$ cat config.mk
export PLATFORM = sky130hd
export DESIGN_NAME = multitouch_event_to_pointer_unit
export DESIGN_NICKNAME = d
export VERILOG_FILES = /design/src/hdl/mtp_pkg.sv /design/src/hdl/mtp_front.sv /design/src/hdl/mtp_queue.sv /design/src/hdl/mtp_back.sv /design/src/hdl/multitouch_event_to_pointer_unit.sv
export SDC_FILE = /design/constraint.sdc
export NUM_CORES = 2
export LEC_CHECK = 0
export BUFFER_PORTS_ARGS = -buffer_cell sky130_fd_sc_hd__buf_2
export CELL_PAD_IN_SITES_DETAIL_PLACEMENT = 0
export CELL_PAD_IN_SITES_GLOBAL_PLACEMENT = 1
export CORE_MARGIN = 2
export CORE_UTILIZATION = 57
export CTS_CLUSTER_DIAMETER = 120
export CTS_CLUSTER_SIZE = 30
export DETAILED_ROUTE_END_ITERATION = 7
export GPL_TIMING_DRIVEN = 0
export PLACE_DENSITY_LB_ADDON = 0.1
export SLEW_MARGIN = 25
export SYNTH_ARGS = -nofsm -noshare
export SYNTH_HDL_FRONTEND = slang
export SYNTH_HIERARCHICAL = 1
export SYNTH_SLANG_ARGS = --single-unit
$ cat constraint.sdc
create_clock -name clk_i -period 10.5 [get_ports clk_i]
set_input_delay 1.05 -clock clk_i [delete_from_list [all_inputs] [get_ports clk_i]]
set_output_delay 1.05 -clock clk_i [all_outputs]
set_load 0.02 [all_outputs]
$ cat src/hdl/mtp_pkg.sv
package mtp_pkg;

  // Default contact table size
  localparam int unsigned NumSlotsDefault = 16;

  // Field widths
  localparam int unsigned TypeW   = 16;
  localparam int unsigned CodeW   = 16;
  localparam int unsigned ValueW  = 32;
  localparam int unsigned CoordW  = 32;
  localparam int unsigned ActionW = 2;

  // Stream widths: input tdata = code + value, tuser = type
  localparam int unsigned InDataW  = CodeW + ValueW;
  localparam int unsigned InUserW  = TypeW;
  // Output tdata = action + x + y + reconnect, padded to whole bytes
  localparam int unsigned OutUsedW = ActionW + 2 * CoordW + 1;
  localparam int unsigned OutDataW = ((OutUsedW + 7) / 8) * 8;
  localparam int unsigned OutPadW  = OutDataW - OutUsedW;

  // Depth of the queue between decoder and executor
  localparam int unsigned QDepth = 2;

  // Linux input event numbering
  localparam logic [TypeW-1:0] EvtSyn      = 16'h0000;
  localparam logic [TypeW-1:0] EvtKey      = 16'h0001;
  localparam logic [TypeW-1:0] EvtAbs      = 16'h0003;
  localparam logic [CodeW-1:0] SyncReport  = 16'h0000;
  localparam logic [CodeW-1:0] SyncDropped = 16'h0003;
  localparam logic [CodeW-1:0] KeyTouch    = 16'h014a;
  localparam logic [CodeW-1:0] AxisX       = 16'h0000;
  localparam logic [CodeW-1:0] AxisY       = 16'h0001;
  localparam logic [CodeW-1:0] AxisSlot    = 16'h002f;
  localparam logic [CodeW-1:0] AxisMtX     = 16'h0035;
  localparam logic [CodeW-1:0] AxisMtY     = 16'h0036;
  localparam logic [CodeW-1:0] AxisTrack   = 16'h0039;

  // Decoded operation
  typedef enum logic [3:0] {
    OP_IGNORE,
    OP_DROP,
    OP_REPORT,
    OP_SET_X,
    OP_SET_Y,
    OP_SLOT,
    OP_TRACK,
    OP_MT_X,
    OP_MT_Y,
    OP_BUTTON
  } op_e;

  // Pointer action codes
  typedef enum logic [ActionW-1:0] {
    ACT_NONE,
    ACT_PRESS,
    ACT_MOVE,
    ACT_RELEASE
  } action_e;

  // Decoded command: flag is slot-in-range, contact-active or key-down
  typedef struct packed {
    op_e               op;
    logic              flag;
    logic [ValueW-1:0] value;
  } cmd_t;

endpackage

$ cat src/hdl/mtp_front.sv
module mtp_front #(
  parameter int unsigned NumSlots = mtp_pkg::NumSlotsDefault
) (
  input  logic                    clk_i,
  input  logic                    rst_ni,
  input  logic                    in_valid_i,
  output logic                    in_ready_o,
  input  logic [mtp_pkg::TypeW-1:0]  ev_type_i,
  input  logic [mtp_pkg::CodeW-1:0]  ev_code_i,
  input  logic [mtp_pkg::ValueW-1:0] ev_value_i,
  output logic                    cmd_valid_o,
  input  logic                    cmd_ready_i,
  output mtp_pkg::cmd_t           cmd_o
);
  import mtp_pkg::*;

  cmd_t cmd_dec;
  logic vld_d, vld_q;
  cmd_t cmd_q;

  // Classify the event
  always_comb begin
    cmd_dec.op    = OP_IGNORE;
    cmd_dec.flag  = 1'b0;
    cmd_dec.value = ev_value_i;
    unique case (ev_type_i)
      EvtSyn: begin
        if (ev_code_i == SyncDropped) begin
          cmd_dec.op = OP_DROP;
        end else if (ev_code_i == SyncReport) begin
          cmd_dec.op = OP_REPORT;
        end
      end
      EvtKey: begin
        if (ev_code_i == KeyTouch) begin
          cmd_dec.op   = OP_BUTTON;
          cmd_dec.flag = |ev_value_i;
        end
      end
      EvtAbs: begin
        unique case (ev_code_i)
          AxisX:     cmd_dec.op = OP_SET_X;
          AxisY:     cmd_dec.op = OP_SET_Y;
          AxisSlot: begin
            cmd_dec.op   = OP_SLOT;
            cmd_dec.flag = ev_value_i < ValueW'(NumSlots);
          end
          AxisTrack: begin
            cmd_dec.op   = OP_TRACK;
            cmd_dec.flag = ~ev_value_i[ValueW-1];
          end
          AxisMtX:   cmd_dec.op = OP_MT_X;
          AxisMtY:   cmd_dec.op = OP_MT_Y;
          default:   cmd_dec.op = OP_IGNORE;
        endcase
      end
      default: cmd_dec.op = OP_IGNORE;
    endcase
  end

  // Decode register
  assign in_ready_o  = !vld_q || cmd_ready_i;
  assign cmd_valid_o = vld_q;
  assign cmd_o       = cmd_q;

  always_comb begin
    vld_d = vld_q;
    if (in_valid_i && in_ready_o) begin
      vld_d = 1'b1;
    end else if (cmd_ready_i) begin
      vld_d = 1'b0;
    end
  end

  always_ff @(posedge clk_i or negedge rst_ni) begin
    if (!rst_ni) begin
      vld_q <= 1'b0;
    end else begin
      vld_q <= vld_d;
    end
  end

  always_ff @(posedge clk_i) begin
    if (in_valid_i && in_ready_o) begin
      cmd_q <= cmd_dec;
    end
  end

endmodule

$ cat src/hdl/mtp_queue.sv
module mtp_queue (
  input  logic          clk_i,
  input  logic          rst_ni,
  input  logic          push_valid_i,
  output logic          push_ready_o,
  input  mtp_pkg::cmd_t push_data_i,
  output logic          pop_valid_o,
  input  logic          pop_ready_i,
  output mtp_pkg::cmd_t pop_data_o
);
  import mtp_pkg::*;

  localparam int unsigned PtrW = (QDepth > 1) ? $clog2(QDepth) : 1;
  localparam int unsigned CntW = $clog2(QDepth + 1);

  cmd_t            mem_q [QDepth];
  logic [PtrW-1:0] wr_ptr_d, wr_ptr_q, rd_ptr_d, rd_ptr_q;
  logic [CntW-1:0] cnt_d, cnt_q;
  logic            push, pop;

  assign push_ready_o = cnt_q != CntW'(QDepth);
  assign pop_valid_o  = cnt_q != '0;
  assign pop_data_o   = mem_q[rd_ptr_q];
  assign push         = push_valid_i && push_ready_o;
  assign pop          = pop_valid_o && pop_ready_i;

  // Pointer and fill count
  always_comb begin
    wr_ptr_d = wr_ptr_q;
    rd_ptr_d = rd_ptr_q;
    cnt_d    = cnt_q;
    if (push) begin
      wr_ptr_d = (wr_ptr_q == PtrW'(QDepth - 1)) ? '0 : wr_ptr_q + 1'b1;
    end
    if (pop) begin
      rd_ptr_d = (rd_ptr_q == PtrW'(QDepth - 1)) ? '0 : rd_ptr_q + 1'b1;
    end
    if (push && !pop) begin
      cnt_d = cnt_q + 1'b1;
    end else if (pop && !push) begin
      cnt_d = cnt_q - 1'b1;
    end
  end

  always_ff @(posedge clk_i or negedge rst_ni) begin
    if (!rst_ni) begin
      wr_ptr_q <= '0;
      rd_ptr_q <= '0;
      cnt_q    <= '0;
    end else begin
      wr_ptr_q <= wr_ptr_d;
      rd_ptr_q <= rd_ptr_d;
      cnt_q    <= cnt_d;
    end
  end

  always_ff @(posedge clk_i) begin
    if (push) begin
      mem_q[wr_ptr_q] <= push_data_i;
    end
  end

endmodule

$ cat src/hdl/mtp_back.sv
module mtp_back #(
  parameter int unsigned NumSlots = mtp_pkg::NumSlotsDefault
) (
  input  logic                          clk_i,
  input  logic                          rst_ni,
  input  logic                          cmd_valid_i,
  output logic                          cmd_ready_o,
  input  mtp_pkg::cmd_t                 cmd_i,
  output logic                          out_valid_o,
  input  logic                          out_ready_i,
  output mtp_pkg::action_e              action_o,
  output logic signed [mtp_pkg::CoordW-1:0] x_o,
  output logic signed [mtp_pkg::CoordW-1:0] y_o,
  output logic                          reconnect_o
);
  import mtp_pkg::*;

  localparam int unsigned SlotW = (NumSlots > 1) ? $clog2(NumSlots) : 1;

  // Control state
  logic                drop_d, drop_q;
  logic                pressed_d, pressed_q;
  logic                button_d, button_q;
  logic                mt_d, mt_q;
  logic [SlotW-1:0]    cur_d, cur_q;
  logic                fol_vld_d, fol_vld_q;
  logic [SlotW-1:0]    fol_d, fol_q;
  logic [CoordW-1:0]   held_x_d, held_x_q, held_y_d, held_y_q;
  logic [NumSlots-1:0] act_d, act_q;
  logic [NumSlots-1:0] xv_d, xv_q, yv_d, yv_q;

  // Contact positions; an entry reads as zero until written
  logic [CoordW-1:0]   slot_x_q [NumSlots];
  logic [CoordW-1:0]   slot_y_q [NumSlots];
  logic                wr_x, wr_y;

  // Result register
  logic                out_vld_d, out_vld_q;
  action_e             act_res, act_res_q;
  logic [CoordW-1:0]   x_res, y_res, x_res_q, y_res_q;
  logic                rc_res, rc_res_q;

  logic                pop;
  logic [SlotW-1:0]    low_slot, sel_slot, slot_idx;
  logic                fol_keep, any_act, down;

  assign cmd_ready_o = !out_vld_q || out_ready_i;
  assign pop         = cmd_valid_i && cmd_ready_o;
  assign slot_idx    = cmd_i.value[SlotW-1:0];

  // Lowest active contact
  always_comb begin
    low_slot = '0;
    for (int i = NumSlots - 1; i >= 0; i--) begin
      if (act_q[i]) begin
        low_slot = SlotW'(i);
      end
    end
  end

  assign any_act  = |act_q;
  assign fol_keep = fol_vld_q && act_q[fol_q];
  assign sel_slot = fol_keep ? fol_q : low_slot;

  // Execute one command
  always_comb begin
    drop_d    = drop_q;
    pressed_d = pressed_q;
    button_d  = button_q;
    mt_d      = mt_q;
    cur_d     = cur_q;
    fol_vld_d = fol_vld_q;
    fol_d     = fol_q;
    held_x_d  = held_x_q;
    held_y_d  = held_y_q;
    act_d     = act_q;
    xv_d      = xv_q;
    yv_d      = yv_q;
    wr_x      = 1'b0;
    wr_y      = 1'b0;
    down      = 1'b0;
    act_res   = ACT_NONE;
    x_res     = '0;
    y_res     = '0;
    rc_res    = 1'b0;
    if (pop) begin
      if (cmd_i.op == OP_DROP) begin
        // Cancel everything, skip events up to the next report
        act_res   = pressed_q ? ACT_RELEASE : ACT_NONE;
        x_res     = held_x_q;
        y_res     = held_y_q;
        rc_res    = 1'b1;
        drop_d    = 1'b1;
        pressed_d = 1'b0;
        button_d  = 1'b0;
        mt_d      = 1'b0;
        cur_d     = '0;
        fol_vld_d = 1'b0;
        held_x_d  = '0;
        held_y_d  = '0;
        act_d     = '0;
        xv_d      = '0;
        yv_d      = '0;
      end else if (drop_q) begin
        if (cmd_i.op == OP_REPORT) begin
          drop_d = 1'b0;
        end
      end else begin
        unique case (cmd_i.op)
          OP_SET_X: held_x_d = cmd_i.value;
          OP_SET_Y: held_y_d = cmd_i.value;
          OP_SLOT: begin
            mt_d = 1'b1;
            if (cmd_i.flag) begin
              cur_d = slot_idx;
            end
          end
          OP_TRACK: begin
            mt_d         = 1'b1;
            act_d[cur_q] = cmd_i.flag;
            if (cmd_i.flag && !fol_vld_q) begin
              fol_vld_d = 1'b1;
              fol_d     = cur_q;
            end
          end
          OP_MT_X: begin
            mt_d        = 1'b1;
            wr_x        = 1'b1;
            xv_d[cur_q] = 1'b1;
          end
          OP_MT_Y: begin
            mt_d        = 1'b1;
            wr_y        = 1'b1;
            yv_d[cur_q] = 1'b1;
          end
          OP_BUTTON: button_d = cmd_i.flag;
          OP_REPORT: begin
            down = button_q;
            if (mt_q) begin
              // Keep the followed contact while active, else take the lowest
              fol_vld_d = any_act;
              fol_d     = sel_slot;
              down      = any_act;
              if (any_act) begin
                held_x_d = xv_q[sel_slot] ? slot_x_q[sel_slot] : '0;
                held_y_d = yv_q[sel_slot] ? slot_y_q[sel_slot] : '0;
              end
            end
            if (down) begin
              act_res   = pressed_q ? ACT_MOVE : ACT_PRESS;
              pressed_d = 1'b1;
            end else if (pressed_q) begin
              act_res   = ACT_RELEASE;
              pressed_d = 1'b0;
            end
            x_res = held_x_d;
            y_res = held_y_d;
          end
          default: ;
        endcase
      end
    end
  end

  // Output register handshake
  always_comb begin
    out_vld_d = out_vld_q;
    if (pop) begin
      out_vld_d = 1'b1;
    end else if (out_ready_i) begin
      out_vld_d = 1'b0;
    end
  end

  always_ff @(posedge clk_i or negedge rst_ni) begin
    if (!rst_ni) begin
      drop_q    <= 1'b0;
      pressed_q <= 1'b0;
      button_q  <= 1'b0;
      mt_q      <= 1'b0;
      cur_q     <= '0;
      fol_vld_q <= 1'b0;
      fol_q     <= '0;
      held_x_q  <= '0;
      held_y_q  <= '0;
      act_q     <= '0;
      xv_q      <= '0;
      yv_q      <= '0;
      out_vld_q <= 1'b0;
    end else begin
      drop_q    <= drop_d;
      pressed_q <= pressed_d;
      button_q  <= button_d;
      mt_q      <= mt_d;
      cur_q     <= cur_d;
      fol_vld_q <= fol_vld_d;
      fol_q     <= fol_d;
      held_x_q  <= held_x_d;
      held_y_q  <= held_y_d;
      act_q     <= act_d;
      xv_q      <= xv_d;
      yv_q      <= yv_d;
      out_vld_q <= out_vld_d;
    end
  end

  // Contact position storage
  always_ff @(posedge clk_i) begin
    if (wr_x) begin
      slot_x_q[cur_q] <= cmd_i.value;
    end
    if (wr_y) begin
      slot_y_q[cur_q] <= cmd_i.value;
    end
  end

  // Result payload
  always_ff @(posedge clk_i) begin
    if (pop) begin
      act_res_q <= act_res;
      x_res_q   <= x_res;
      y_res_q   <= y_res;
      rc_res_q  <= rc_res;
    end
  end

  assign out_valid_o = out_vld_q;
  assign action_o    = act_res_q;
  assign x_o         = x_res_q;
  assign y_o         = y_res_q;
  assign reconnect_o = rc_res_q;

endmodule

$ cat src/hdl/multitouch_event_to_pointer_unit.sv
// An accepted input passes the decode register, the command queue and the
// result register in turn; one result per input item and one item per cycle
// while m_axis_tready is high. Each report resolves the followed contact with
// one priority encoder over the contact flags in the executor.
// Reset (rst_ni low, asynchronous) clears all tracking state and the queue;
// contact positions read as zero until written, no clearing pass is needed.
module multitouch_event_to_pointer_unit #(
  parameter int unsigned NumSlots = mtp_pkg::NumSlotsDefault
) (
  input  logic                           clk_i,
  input  logic                           rst_ni,
  input  logic                           s_axis_tvalid,
  output logic                           s_axis_tready,
  // tdata: [15:0] event_code, [47:16] event_value
  input  logic [mtp_pkg::InDataW-1:0]    s_axis_tdata,
  // tuser: [15:0] event_type
  input  logic [mtp_pkg::InUserW-1:0]    s_axis_tuser,
  output logic                           m_axis_tvalid,
  input  logic                           m_axis_tready,
  // tdata: [1:0] touch_action, [33:2] touch_x, [65:34] touch_y,
  //        [66] reconnect_request, [71:67] zero
  output logic [mtp_pkg::OutDataW-1:0]   m_axis_tdata
);
  import mtp_pkg::*;

  logic              f_valid, f_ready;
  cmd_t              f_cmd;
  logic              q_valid, q_ready;
  cmd_t              q_cmd;
  action_e           touch_action;
  logic [CoordW-1:0] touch_x, touch_y;
  logic              reconnect_request;

  // Decoder
  mtp_front #(
    .NumSlots(NumSlots)
  ) u_front (
    .clk_i       (clk_i),
    .rst_ni      (rst_ni),
    .in_valid_i  (s_axis_tvalid),
    .in_ready_o  (s_axis_tready),
    .ev_type_i   (s_axis_tuser[TypeW-1:0]),
    .ev_code_i   (s_axis_tdata[CodeW-1:0]),
    .ev_value_i  (s_axis_tdata[CodeW+ValueW-1:CodeW]),
    .cmd_valid_o (f_valid),
    .cmd_ready_i (f_ready),
    .cmd_o       (f_cmd)
  );

  // Command queue
  mtp_queue u_queue (
    .clk_i        (clk_i),
    .rst_ni       (rst_ni),
    .push_valid_i (f_valid),
    .push_ready_o (f_ready),
    .push_data_i  (f_cmd),
    .pop_valid_o  (q_valid),
    .pop_ready_i  (q_ready),
    .pop_data_o   (q_cmd)
  );

  // Executor
  mtp_back #(
    .NumSlots(NumSlots)
  ) u_back (
    .clk_i       (clk_i),
    .rst_ni      (rst_ni),
    .cmd_valid_i (q_valid),
    .cmd_ready_o (q_ready),
    .cmd_i       (q_cmd),
    .out_valid_o (m_axis_tvalid),
    .out_ready_i (m_axis_tready),
    .action_o    (touch_action),
    .x_o         (touch_x),
    .y_o         (touch_y),
    .reconnect_o (reconnect_request)
  );

  assign m_axis_tdata = {OutPadW'(0), reconnect_request, touch_y, touch_x, touch_action};

endmodule

==> metrics <==
leakage power ~22 nW; CTS resizes 0; Compound-Gate Fraction of Synth Area 15.37%; total number of H-tree levels 2; FILL cells 7639; clock sink count 1333; top cells by area, synth edfxtp_1 63%, dfrtp_1 5.7%, mux2i_1 4.7%; hpwl dp 118400 um; minimum clock period approximately 6.3 ns; Adder-Cell Fraction of Synth Area less than 1%; Yosys top cell by area edfxtp_1; cell mode on critical path clkbuf_1; endpoints failing setup 0; maximum number of pins on one net before global-route repair 77; critical path endpoint category flip-flop; layer with the highest usage met2; Via density 6.778; Worst EP arrival approximately 6.7 ns; RSZ-0062 raised after global routing false; max-cap violations 0; pwr/cell area 319.5 nW/um^2; critical path fanouts, max 10; Crit Path Class flip-flop to flip-flop; Post-CTS Setup Bufs 0; clock skew about 0.027 ns; post-synthesis sequential area ratio approximately two thirds; Worst Tran Pin Value approximately 1.2 ns; Post-synth EDFFs 1202; number of CTS-inserted buffers 50; Max Slew Vio Count 0; Post-Route WL between 150000 and 200000 um; Layout area overhead 9.124%; Worst Hold Margin roughly 0.26 ns; critical path depth 11; Most used DFF post-synth edfxtp_1; Synth Area in XOR/XNOR less than 1%; Global Route Usage Sum between 30% and 40%; CP cell instances buf_6, clkbuf_1, clkinv_1, o21ai_1, nand2_1, clkbuf_1, clkbuf_1, nand2_1, nand3_1, a211oi_1, o31ai_1; Vias between 30000 and 40000; VDD IR max 0.2162 mV; DR iter-0 viols roughly 5000; largest family of logic cells by synthesized area compound AO/OA/AOI/OAI gates; Highest Clock Rate ~160 MHz; die area between 100000 and 150000 um^2; first-pass GRT wire length approximately 250000 um; top-area cell type share of the netlist area ~63%; synth unique cells 75; post-synthesis mux area share 5.710%; clock latency on the worst-skew pair a little over 0.7 ns; Syn Area/Cell approximately 14 um^2; DRC 0; Vert. Die Dim approximately 320 um; asr flop ratio synth 9.827%; pre-CTS setup slack 4.475 ns; standard-cell rows about 120; slew margin rel. 18.01%; CTS tree yes; cell count after synthesis about 4200; gp weighted congestion slightly above 0.9; Worst setup SP type flip-flop; outcome finished, final reports clean; post-route setup slack 4.235 ns; worst path bufs/invs 5; final-stage net count 4495; Clock Tree Root clkbuf_16; Placed Instance Area approximately 60000 um^2; CTS clk-pin slew, worst paths 0.12 ns; met3 Track Usage GR between 5 and 6%; area of the core ~100000 um^2; io pins between 100 and 150; met2 usage between 50 and 60%; Hold WC Path Type input port to async pin; drt first pass iters 5; Wirelength per Cell around 30 um; post-route cell area 62600 um^2; GRT overflow 0; final hold violations 0; share of layout cells above drive strength 1 a little under a tenth; R2R cell count 11; deepest clock path buffer count 3; Max stage delay cell, worst path clkbuf_1; Detail Route Antenna Nets 0; die extent in x approximately 320 um; Top delay family on crit path buffers and inverters; CP required approximately 11 ns; Post-Synthesis Cell Area roughly 57000 um^2; most common cell after layout, fill and taps aside edfxtp_1; Largest stage delay, worst path slightly above 0.8 ns; Yosys reg bits between 1000 and 1500; Synth Warn # 6; Post-Synth Simple-Gate Area under 10%; port bufs about 140; GR Util met1 about half; Starting Density around 57%; most frequent cells in the layout 1202 x edfxtp_1, 628 x nand2_1, 299 x clkbuf_1, 268 x mux2i_1, 208 x a21oi_1; Setup TNS 0 ns; initial antenna violation count 5; Final Cycle Share slightly below 60%; reg2reg setup slack approximately 4.2 ns; CTS Hold Bufs 0; vias in the first global route about 36000
-- through the flow --
stage	power, mW	util (%)	std cells
3_5_place_dp	17.31	61.18	5672
5_1_grt	20.65	62.67	5766
4_1_cts	19.76	62.65	5765
3_3_place_gp	17.08	59.77	5629
2_1_floorplan	13.15	-	4195
6_report	20.00	62.69	5773
-- worst paths after layout --
path	from	end
max in group asynchronous	rst_ni	u_back/yv_q[0]$_DFFE_PN0P_
min in group clk_i	u_front/cmd_o[20]$_DFFE_PP_	u_queue/mem_q[0][20]$_DFFE_PP_
worst min register to register	u_front/cmd_o[20]$_DFFE_PP_	u_queue/mem_q[0][20]$_DFFE_PP_
worst min-delay path	rst_ni	u_back/held_x_q[22]$_DFFE_PN0P_
worst max register to register	u_back/fol_q[0]$_DFFE_PN0P_	u_back/y_o[30]$_DFFE_PP_
worst max-delay path	u_back/fol_q[0]$_DFFE_PN0P_	u_back/y_o[30]$_DFFE_PP_
-- layer usage --
layer  routed length, um  up-vias
met5                   0        -
met4                7792        0
met3               15910      345
met2               80620     2095
met1               71610    19830
li1                    -    16860
-- cells by family (layout without fill, tap and decap cells) --
family,Yosys count,count (layout)
AO/OA/AOI/OAI,1166,1166
XOR/XNOR,7,7
adder cells (fa/ha/maj),1,1
buffers and inverters,393,665
flip-flops,1333,1333
multiplexers,311,311
other,1,13
AND/OR/NAND/NOR,979,979
-- power by group --
| group | switching (mW) | internal, mW | total (mW) |
|---|---|---|---|
| Sequential | 0.208 | 6.88 | 7.08 |
| Clock | 1.56 | 0.953 | 2.51 |
| Combinational | 7.51 | 2.90 | 10.4 |
| Total | 9.27 | 10.7 | 20.0 |
-- synthesized netlist by cell type, types with 15 or more instances --
| master | number |
|---|---|
| clkbuf_1 | 263 |
| dfrtp_1 | 131 |
| nand3_1 | 96 |
| a21o_1 | 32 |
| a22oi_1 | 182 |
| o21a_1 | 34 |
| edfxtp_1 | 1202 |
| a21oi_1 | 208 |
| or2_2 | 30 |
| nor4_1 | 18 |
| nand2_1 | 628 |
| o221ai_1 | 62 |
| nor2_1 | 118 |
| inv_1 | 51 |
| a211oi_1 | 70 |
| mux2_2 | 20 |
| o31ai_1 | 132 |
| mux2_4 | 20 |
| a311o_1 | 120 |
| o2111a_1 | 120 |
| nand2b_1 | 16 |
| buf_1 | 15 |
| o22ai_1 | 79 |
| o21ai_0 | 73 |
| buf_2 | 50 |
| mux2i_1 | 268 |
-- state kept, by name (all words and copies together), names as in the netlist, 2 cells and up --
signal and flops:
u_back/action_o 2, u_back/y_o 32, u_back/xv_q 16, u_back/slot_x_q 512, u_back/cur_q 4, u_back/held_x_q 32, u_queue/mem_q 74, u_back/x_o 32
u_front/cmd_o 37, u_back/held_y_q 32, u_back/yv_q 16, u_back/fol_q 4, u_back/slot_y_q 512, u_queue/cnt_q 2, u_back/act_q 16
-- final cells by class --
cell class                      instances  area [um^2]  share of cell area (%)
Antenna cell                            8        20.02                 0.03198
Clock buffer                           91         1448                   2.313
Timing Repair Buffer                  179         1782                   2.846
Clock inverter                          2        25.02                 0.03998
Buffer                                340         1406                   2.247
Tap cell                             1298         1624                   2.594
Multi-Input combinational cell       2469        16720                   26.71
Inverter                               53        201.4                  0.3218
Sequential cell                      1333        39370                   62.90
(Power assumes the default switching activity.)
